**config.mk**
```make
export PLATFORM = sky130hd
export DESIGN_NAME = lsre_ctrl
export DESIGN_NICKNAME = d
export VERILOG_FILES = /design/src/hw/rtl/lsre_pkg.sv /design/src/hw/rtl/lsre_ctrl.sv
export SDC_FILE = /design/constraint.sdc
export NUM_CORES = 1
export LEC_CHECK = 0
export BUFFER_PORTS_ARGS = -buffer_cell sky130_fd_sc_hd__buf_4
export CAP_MARGIN = 20
export CORE_UTILIZATION = 50
export DETAILED_ROUTE_END_ITERATION = 10
export PLACE_DENSITY = 0.82
export SLEW_MARGIN = 20
export SYNTH_ARGS = -nofsm -noshare
export SYNTH_HDL_FRONTEND = slang
export SYNTH_SLANG_ARGS = --single-unit
```
**constraint.sdc**
```tcl
create_clock -name clk -period 1.8 [get_ports clk]
set_input_delay 0.09 -clock clk [delete_from_list [all_inputs] [get_ports clk]]
set_output_delay 0.09 -clock clk [all_outputs]
set_load 0.01 [all_outputs]
```
**src/hw/rtl/lsre_pkg.sv**
```systemverilog
// Shared types and constants for the link-state route engine.
// No dependencies; imported by every RTL module of the block but lsre_chk.
package lsre_pkg;

  localparam int MAX_NODES_DEF = 64;
  localparam int SEQ_WIDTH_DEF = 31;

  localparam int NODE_W     = 6;
  localparam int SEQ_IN_W   = 31;
  localparam int CNT_W      = 7;
  localparam int HOP_W      = 6;
  localparam int CFG_DATA_W = 7;

  // configuration register indexes
  localparam logic CFG_OWN_NODE   = 1'b0;
  localparam logic CFG_NODE_COUNT = 1'b1;

  localparam logic [CNT_W-1:0] NODE_COUNT_RST = 7'd64;

  // input kinds
  localparam logic KIND_LINK  = 1'b0;
  localparam logic KIND_QUERY = 1'b1;

  // controller to datapath
  typedef struct packed {
    logic clr_wr;
    logic in_load;
    logic ent_eval;
    logic walk_init;
    logic row_rd;
    logic row_eval;
    logic hop_wr;
    logic advance;
    logic q_eval;
    logic out_load;
  } lsre_cmd_t;

  // datapath to controller
  typedef struct packed {
    logic clr_last;
    logic recompute;
    logic root_ok;
    logic u_hit;
    logic u_last;
    logic next_empty;
    logic pend_empty;
  } lsre_sts_t;

  typedef enum logic [10:0] {
    S_CLEAR     = 11'b000_0000_0001,
    S_IDLE      = 11'b000_0000_0010,
    S_ENT_RD    = 11'b000_0000_0100,
    S_ENT_EV    = 11'b000_0000_1000,
    S_WALK_INIT = 11'b000_0001_0000,
    S_SCAN      = 11'b000_0010_0000,
    S_ROW_EV    = 11'b000_0100_0000,
    S_HOP_WR    = 11'b000_1000_0000,
    S_Q_RD      = 11'b001_0000_0000,
    S_Q_EV      = 11'b010_0000_0000,
    S_OUT       = 11'b100_0000_0000
  } lsre_state_t;

endpackage

```
**src/hw/rtl/lsre_ctrl.sv**
```systemverilog
// Controller state machine of the link-state route engine.
// Depends on lsre_pkg; drives commands into lsre_dp and reads its status.
module lsre_ctrl import lsre_pkg::*; (
  input  logic      clk,
  input  logic      rst,
  input  logic      in_valid,
  input  logic      kind,
  output logic      in_stall,
  output logic      out_valid,
  input  logic      out_stall,
  output lsre_cmd_t cmd,
  input  lsre_sts_t sts
);

  lsre_state_t state, state_next;
  logic        out_valid_next;
  logic        out_free;

  assign out_free = !out_valid || !out_stall;
  assign in_stall = (state != S_IDLE);

  // next state and commands
  always_comb begin
    state_next = state;
    cmd        = '0;
    unique case (state)
      S_CLEAR: begin
        cmd.clr_wr = 1'b1;
        if (sts.clr_last) state_next = S_IDLE;
      end
      S_IDLE: begin
        if (in_valid) begin
          cmd.in_load = 1'b1;
          state_next  = (kind == KIND_QUERY) ? S_Q_RD : S_ENT_RD;
        end
      end
      S_ENT_RD: state_next = S_ENT_EV;
      S_ENT_EV: begin
        cmd.ent_eval = 1'b1;
        state_next   = sts.recompute ? S_WALK_INIT : S_OUT;
      end
      S_WALK_INIT: begin
        cmd.walk_init = 1'b1;
        state_next    = sts.root_ok ? S_SCAN : S_OUT;
      end
      S_SCAN: begin
        if (sts.u_hit) begin
          cmd.row_rd = 1'b1;
          state_next = S_ROW_EV;
        end else begin
          cmd.advance = 1'b1;
          if (sts.u_last && sts.next_empty) state_next = S_OUT;
        end
      end
      S_ROW_EV: begin
        cmd.row_eval = 1'b1;
        state_next   = S_HOP_WR;
      end
      S_HOP_WR: begin
        if (!sts.pend_empty) begin
          cmd.hop_wr = 1'b1;
        end else begin
          cmd.advance = 1'b1;
          state_next  = (sts.u_last && sts.next_empty) ? S_OUT : S_SCAN;
        end
      end
      S_Q_RD: state_next = S_Q_EV;
      S_Q_EV: begin
        cmd.q_eval = 1'b1;
        state_next = S_OUT;
      end
      S_OUT: begin
        if (out_free) begin
          cmd.out_load = 1'b1;
          state_next   = S_IDLE;
        end
      end
      default: state_next = S_CLEAR;
    endcase
  end

  // output valid: set on load, dropped on transfer
  always_comb begin
    out_valid_next = out_valid;
    if (cmd.out_load) out_valid_next = 1'b1;
    else if (out_valid && !out_stall) out_valid_next = 1'b0;
  end

  always_ff @(posedge clk) begin
    if (rst) begin
      state     <= S_CLEAR;
      out_valid <= 1'b0;
    end else begin
      state     <= state_next;
      out_valid <= out_valid_next;
    end
  end

endmodule

```
==> metrics.md, run 1 <==
| Metric | Value |
|---|---|
| Status | finished, final reports clean |
| Commonest register cell after synthesis | dfxtp_1 |
| Mapped Cells | 124 |
| Post-synthesis compound-gate area fraction | 22.6% |
| Nets@finish | 169 |
| TNS Setup | 0 ps |
| R2R Path Start | state[3] |
| Area grow syn2layout | 34.8% |
| Simple-gate share of the synthesized area | 42.3% |
| Final Non-Filler Cells | 181 |
| TritonCTS clock tree | built |
| Min-delay src | rst |
| Max IR drop VDD | 0.575 mV |
| DP Area | 1180 µm² |
| R2R depth | 6 |
| Yosys warning total | 0 |
| Total GRT Usage | 26.9% |
| Critical Path Most Common Cell | buf_4 |
| Fin area | 1310 µm² |
| Max-slew violation count | 0 |
| Critical R2R Capture | state[5] |
| Routed wire length | 2.69 mm |
| HPWL after detailed placement | 1.94 mm |
| Initial DRC count | 26 |
| Clock-pin slew on the worst setup and hold paths | 80 ps |
| Clk_skew | 2.00 ps |
| Vias in the first global route | 938 |
| Tightest Pin Transition | 374 ps |
| Inst Count DP | 172 |
| Drt first pass iters | 4 |
| CP Launch Type | register |
| Post-synth top cells | 14 x nor2_1, 12 x dfxtp_1, 9 x a21oi_1, 9 x nand2_1 |
| CTS root buffer | clkbuf_4 |
| Max-slew headroom | 74.7% |
| Initial Util | 54.6% |
| # Max-Cap Violations | 0 |
| Post-synthesis mux area share | 0% |
| Largest family of logic cells by synthesized area | simple AND/OR/NAND/NOR gates |
| Arrival @ worst endpoint | 1700 ps |
| RePlAce Congestion | 0.873 |
| Yosys top cell area share | 24.7% |
| CTS H-tree lvls | 1 |
| DR WL/cell | 14.9 µm |
| Pin count of the biggest net entering global routing | 12 |
| Max FO, Critical Path | 8 |
| Syn nets | 136 |
| Die ar. | 2130 µm² |
| Mapped cell area | 973 µm² |
| Synth Area in Adders | 0% |
| Finish-stage setup viols | 0 |
| Layout cells sized above 1 | 42.3% |
| # rows | 15 |
| CP cell instances | buf_4 -> nor4b_1 -> a22oi_1 -> nor2_1 -> buf_4 |
| Via count | 1092 |
| Crit-path slowest cell | dfxtp_1 |
| Via density | 6.03 |
| Clock sink count | 12 |
| R2R Setup Slk | 60 ps |
| Fin crit period | 1790 ps |
| Io pins | 24 |
| Hold endpoint | state[10] |
| Hold/Removal Path Class | in -> reg |
| Clock buffer depth | 2 |
| Number of synthesized register bits | 12 |
| Worst EP required | 1710 ps |
| Core area | 1780 µm² |
| Worst skew pair latency | 280 ps |
| Worst setup EP type | primary output |
| P per Cell Area | 567 nW/µm² |
| Tcrit/Tclk final | 99.2% |
| CP max stage delay | 390 ps |
| Pwr Total | 744 µW |
| Post-route DRC | 0 |
| GR Overflow Total | 0 |
| Post-synth EDFFs | 0 |
| Metal2 WL | 1.32 mm |
| Die width | 46.1 µm |
| CTS buffer count | 3 |
| Highest routed layer | met4 |
| IO buf count | 23 |
| First-pass GRT wire length | 4.02 mm |
| Hold slack | 30.3 ps |
| # diodes | 0 |
| Most common cell in the netlist | nor2_1 |
| Initial antenna violation count | 0 |
| Achievable frequency | 560 MHz |
| Avg Cell Area, Syn | 7.85 µm² |
| Unique masters post-synth | 39 |
| Die Y | 46.1 µm |
| LEAKAGE | 0.531 nW |
| Yosys top cell by area | dfxtp_1 |
| Routed Antenna Nets | 0 |
| Metal-1 WL | 1.17 mm |
| Final hold vios | 0 |
| Asr flop ratio synth | 0% |
| Met3 routed WL | 154 µm |
| Largest cells by area after synthesis | dfxtp_1 25%, nor2_1 5.4%, a21oi_1 4.6% |
| Worst Path Class, Setup | reg -> out |
| Sequential fraction of the synthesis area | 24.7% |
| Xor and xnor area share after synthesis | 1.80% |
| Hold Path Cell Cnt | 2 |
## registers in the layout, summed over array words and instances, names as in the netlist
register   count
out_valid      1
state         11
## placed cells by master (no fill, tap or decap), types with 2 or more instances in the layout
master	instances
dfxtp_4	2
nand3b_1	4
nor4b_1	2
or4b_1	2
clkbuf_4	3
nor3b_1	5
nor4_4	2
a21oi_1	9
nand3_1	5
and3_1	3
inv_1	4
dfxtp_2	6
dfxtp_1	4
o21ai_0	8
xor2_1	2
nand2_1	9
nor3_1	7
nor2_1	14
buf_4	36
## area by class of cell
cell class,instances,area (µm²)
repair buffers,37,280
clock buffers,4,36.3
inverters,5,18.8
multi-input cells,98,691
well taps,25,31.3
flip-flops and latches,12,255
fillers,133,470
## timing repair
item                                    in CTS  in global routing
endpoints found under the setup margin       6                  7
pin swaps                                    2                  3
buffers inserted                             4                  0
hold buffers                                 1                  0
resized for setup                           11                  8
endpoints found under the hold margin        1                  0
## worst max path at each step
stage | from | endpoint | slack, ps | cells after the start
final | state[4] | cmd[2] | 10 | 5
after global routing | state[4] | cmd[2] | -70 | 5
after CTS | state[3] | cmd[4] | 6 | 5
after detailed placement | state[5] | state[3] | 140 | 6
after global placement | state[1] | state[5] | 160 | 5
after floorplan | state[6] | state[3] | 220 | 6
## metal layers
metal | vias up | global-route usage [%]
met3 | 8 | 2.35
met1 | 514 | 38.4
li1 | 523 | -
met2 | 47 | 40.0
met4 | 0 | 14.1
met5 | - | 0
## cell families (layout without fill, tap and decap cells)
logic type / after synthesis / in the layout
AND/OR/NAND/NOR: 66 / 66
XOR/XNOR: 2 / 2
buffers and inverters: 14 / 46
flip-flops: 12 / 12
AO/OA/AOI/OAI: 30 / 30
## worst max-delay path: cells and delay by family, from the launching register on
kind | cells | cell delay (ps)
AOI/OAI and AO/OA | 1 | 120
buffers and inverters | 2 | 350
DFF | 1 | 390
and+or+nand+nor | 2 | 550
## where the power goes
part	switching (mW)	total (mW)	internal, mW
Clock	0.0942	0.217	0.123
Sequential	0.0178	0.294	0.276
Combinational	0.113	0.233	0.120
Total	0.225	0.744	0.519
## metrics by stage
stage | util, % | setup WS [ps]
3_5_place_dp | 66.2 | 138
5_1_grt | 73.6 | -66.7
4_1_cts | 72.4 | 5.89
2_1_floorplan | - | 222
6_report | 73.6 | 14.9
3_3_place_gp | 66.2 | 157
Power figures use the tool's default switching activity.
==> run 2: changes to the inputs <==
Settings changed: GPL_ROUTABILITY_DRIVEN set to 0, HOLD_SLACK_MARGIN set to 0.1.
Clock period 1.8 ns to 2.01 ns, I/O delays scaled along.
==> run 2 against run 1 <==
Net effect:
- global-route usage is 0.36 points lower
- die area unchanged
- cell area shrank 6.2%
- largest power group unchanged
- worst hold slack better by 67 ps
- highest routed layer unchanged
- clock power is 6% lower
- cell count is 3.3% lower
- wire length down 5.2%
- critical endpoint is now cmd[4]
- worst setup slack improved by 64 ps
==> metrics.md, run 2 (synthesis gave the netlist of run 1 again) <==
| Metric | Value |
|---|---|
| Total GRT Usage | 26.6% (-0.36 points) |
| IO buf count | 23 (unchanged) |
| Dpl ws | 170 ps (+32.2 ps) |
| # rows | 15 (unchanged) |
| Finish-stage setup viols | 0 (unchanged) |
| LEAKAGE | 0.490 nW (-7.7%) |
| Hold/Removal Path Class | in -> reg |
| Arrival @ worst endpoint | 1830 ps (+130 ps) |
| Worst setup EP type | primary output |
| Initial DRC count | 49 (+88%) |
| Pin count of the biggest net entering global routing | 13 (+1) |
| Vias in the first global route | 868 (-7.5%) |
| Pwr Total | 657 µW (-12%) |
| CP Launch Point | state[3] |
| Setup slack after layout | 78.9 ps (+64.0 ps) |
| R2R depth | 5 (-1) |
| Final hold vios | 0 (unchanged) |
| Achievable frequency | 518 MHz |
| Routed Antenna Nets | 0 (unchanged) |
| Max FO, Critical Path | 12 (+4) |
| DP Area | 1120 µm² (-5.1%) |
| Largest register by flop count | state |
| R2R Path Start | state[7] |
| Fin crit period | 1930 ps |
| Routed wire length | 2.55 mm (-5.2%) |
| End point of the critical path | cmd[4] |
| DR WL/cell | 14.6 µm (-2.0%) |
| Clock-pin slew on the worst setup and hold paths | 90 ps (about the same) |
| Max IR drop VDD | 0.420 mV (-27%) |
| Area grow syn2layout | 26.5% |
| Initial Util | 54.6% (unchanged) |
| Commonest non-fill, non-tap cell in the layout | buf_4 |
| Fin area | 1230 µm² (-6.2%) |
| HPWL after detailed placement | 1.79 mm (-7.5%) |
| Die width | 46.1 µm (unchanged) |
| Core area | 1780 µm² (unchanged) |
| Worst EP required | 1910 ps (+200 ps) |
| Tcrit/Tclk final | 96.1% |
| Worst skew pair latency | 290 ps (about the same) |
| Critical R2R Capture | state[3] |
| First-pass GRT wire length | 4.00 mm (-0.50%) |
| CTS buffer count | 3 (unchanged) |
| Clock buffer depth | 2 (unchanged) |
| P per Cell Area | 534 nW/µm² (-5.9%) |
| Die Y | 46.1 µm (unchanged) |
| # diodes | 0 (unchanged) |
| Largest regs | state x11, out_valid x1 |
| Layout cells sized above 1 | 30.7% (-12 points) |
| Critical path's top delay family | simple AND/OR/NAND/NOR gates |
| Clock sink count | 12 (unchanged) |
| Via count | 1059 (-3.0%) |
| Tightest Pin Transition | 413 ps (+39.5 ps) |
| CP cell instances | nor4_4 -> nand2_2 -> or4_1 -> inv_1 -> buf_4 |
| CTS root buffer | clkbuf_4 |
| Crit. path cell count | 5 (unchanged) |
| # Max-Cap Violations | 0 (unchanged) |
| Final Non-Filler Cells | 175 (-3.3%) |
| Max reg flops | 11 (unchanged) |
| CP Launch Type | register |
| Crit-path slowest cell | or4_1 |
| Via density | 6.05 (+0.30%) |
| Inst Count DP | 164 (-4.7%) |
| Status | finished, final reports clean |
| Initial antenna violation count | 0 (unchanged) |
| Worst Path Class, Setup | reg -> out |
| CTS H-tree lvls | 1 (unchanged) |
| Max-slew violation count | 0 (unchanged) |
| Drt first pass iters | 4 (unchanged) |
| R2R Setup Slk | 150 ps (+90 ps) |
| GR Overflow Total | 0 (unchanged) |
| Commonest non-fill, non-tap cells in the layout | 28 x buf_4, 14 x nor2_1, 11 x dfxtp_1, 9 x a21oi_1, 9 x nand2_1 |
| CP max stage delay | 520 ps (+130 ps) |
| Die ar. | 2130 µm² (unchanged) |
| Max-slew headroom | 72.0% (-2.7 points) |
| Buf/Inv on CP | 2 (unchanged) |
| Nets@finish | 163 (-3.6%) |
| Clk_skew | 4.06 ps (+2.06 ps) |
| Io pins | 24 (unchanged) |
| Post-route DRC | 0 (unchanged) |
| TritonCTS clock tree | built |
run 2: cell types whose count changed in the layout (fill, tap and decap cells not counted), sizes merged:
cell	delta
dlygate4sd3	+2
buf	-8
run 2: stage by stage:
stage / setup TNS, ps / hold slack (ps) / utilization, %
final: 0 / 97.7 / 69.1
after global routing: -9.31 / 118 / 69.1
after CTS: 0 / 102 / 66.9
after detailed placement: 0 / 275 / 62.8
after global placement: 0 / 272 / 62.8
after floorplan: 0 / 170 / -
run 2: worst reg2reg max path: stages, from the launching register on:
cell	delay [ps]
dfxtp_1	590
or4b_1	550
a2bb2oi_2	190
o21ai_2	200
or3_1	180
nor3_1	60
run 2: final cells by class:
cell class,count,area [µm²]
repair buffers,31,240
flip-flops and latches,12,241
clock buffers,4,36.3
fillers,134,552
multi-input cells,98,663
inverters,5,18.8
well taps,25,31.3
run 2: repair_timing:
| item | in CTS | in global routing |
|---|---|---|
| buffers inserted | 1 | 3 |
| setup endpoints to repair | 1 | 8 |
| pin swaps | 1 | 1 |
| hold endpoints to repair | 7 | 0 |
| hold buffers | 3 | 0 |
| resized for setup | 0 | 4 |
run 2: how the worst min path moves through the flow:
stage | startpoint | end | slack, ps | cells after the start
CTS | sts[3] | state[6] | 100 | 3
global placement | kind | state[2] | 270 | 2
global route | sts[3] | state[6] | 120 | 3
finish | sts[3] | state[6] | 100 | 3
floorplan | rst | out_valid | 170 | 1
detailed placement | kind | state[2] | 280 | 2
run 2: report_power, final:
part	switching (mW)	internal (mW)	leakage (nW)
logic	0.0905	0.0931	0.371
clock network	0.0945	0.110	0.0210
registers	0.0220	0.246	0.0977
run 2: metal layers:
layer	track usage, %	wire (µm)	part of all wire [%]
met3	4.71	148	5.8
met1	38.1	1150	45
met5	0	0	0
met4	11.2	55	2.2
met2	38.9	1190	47
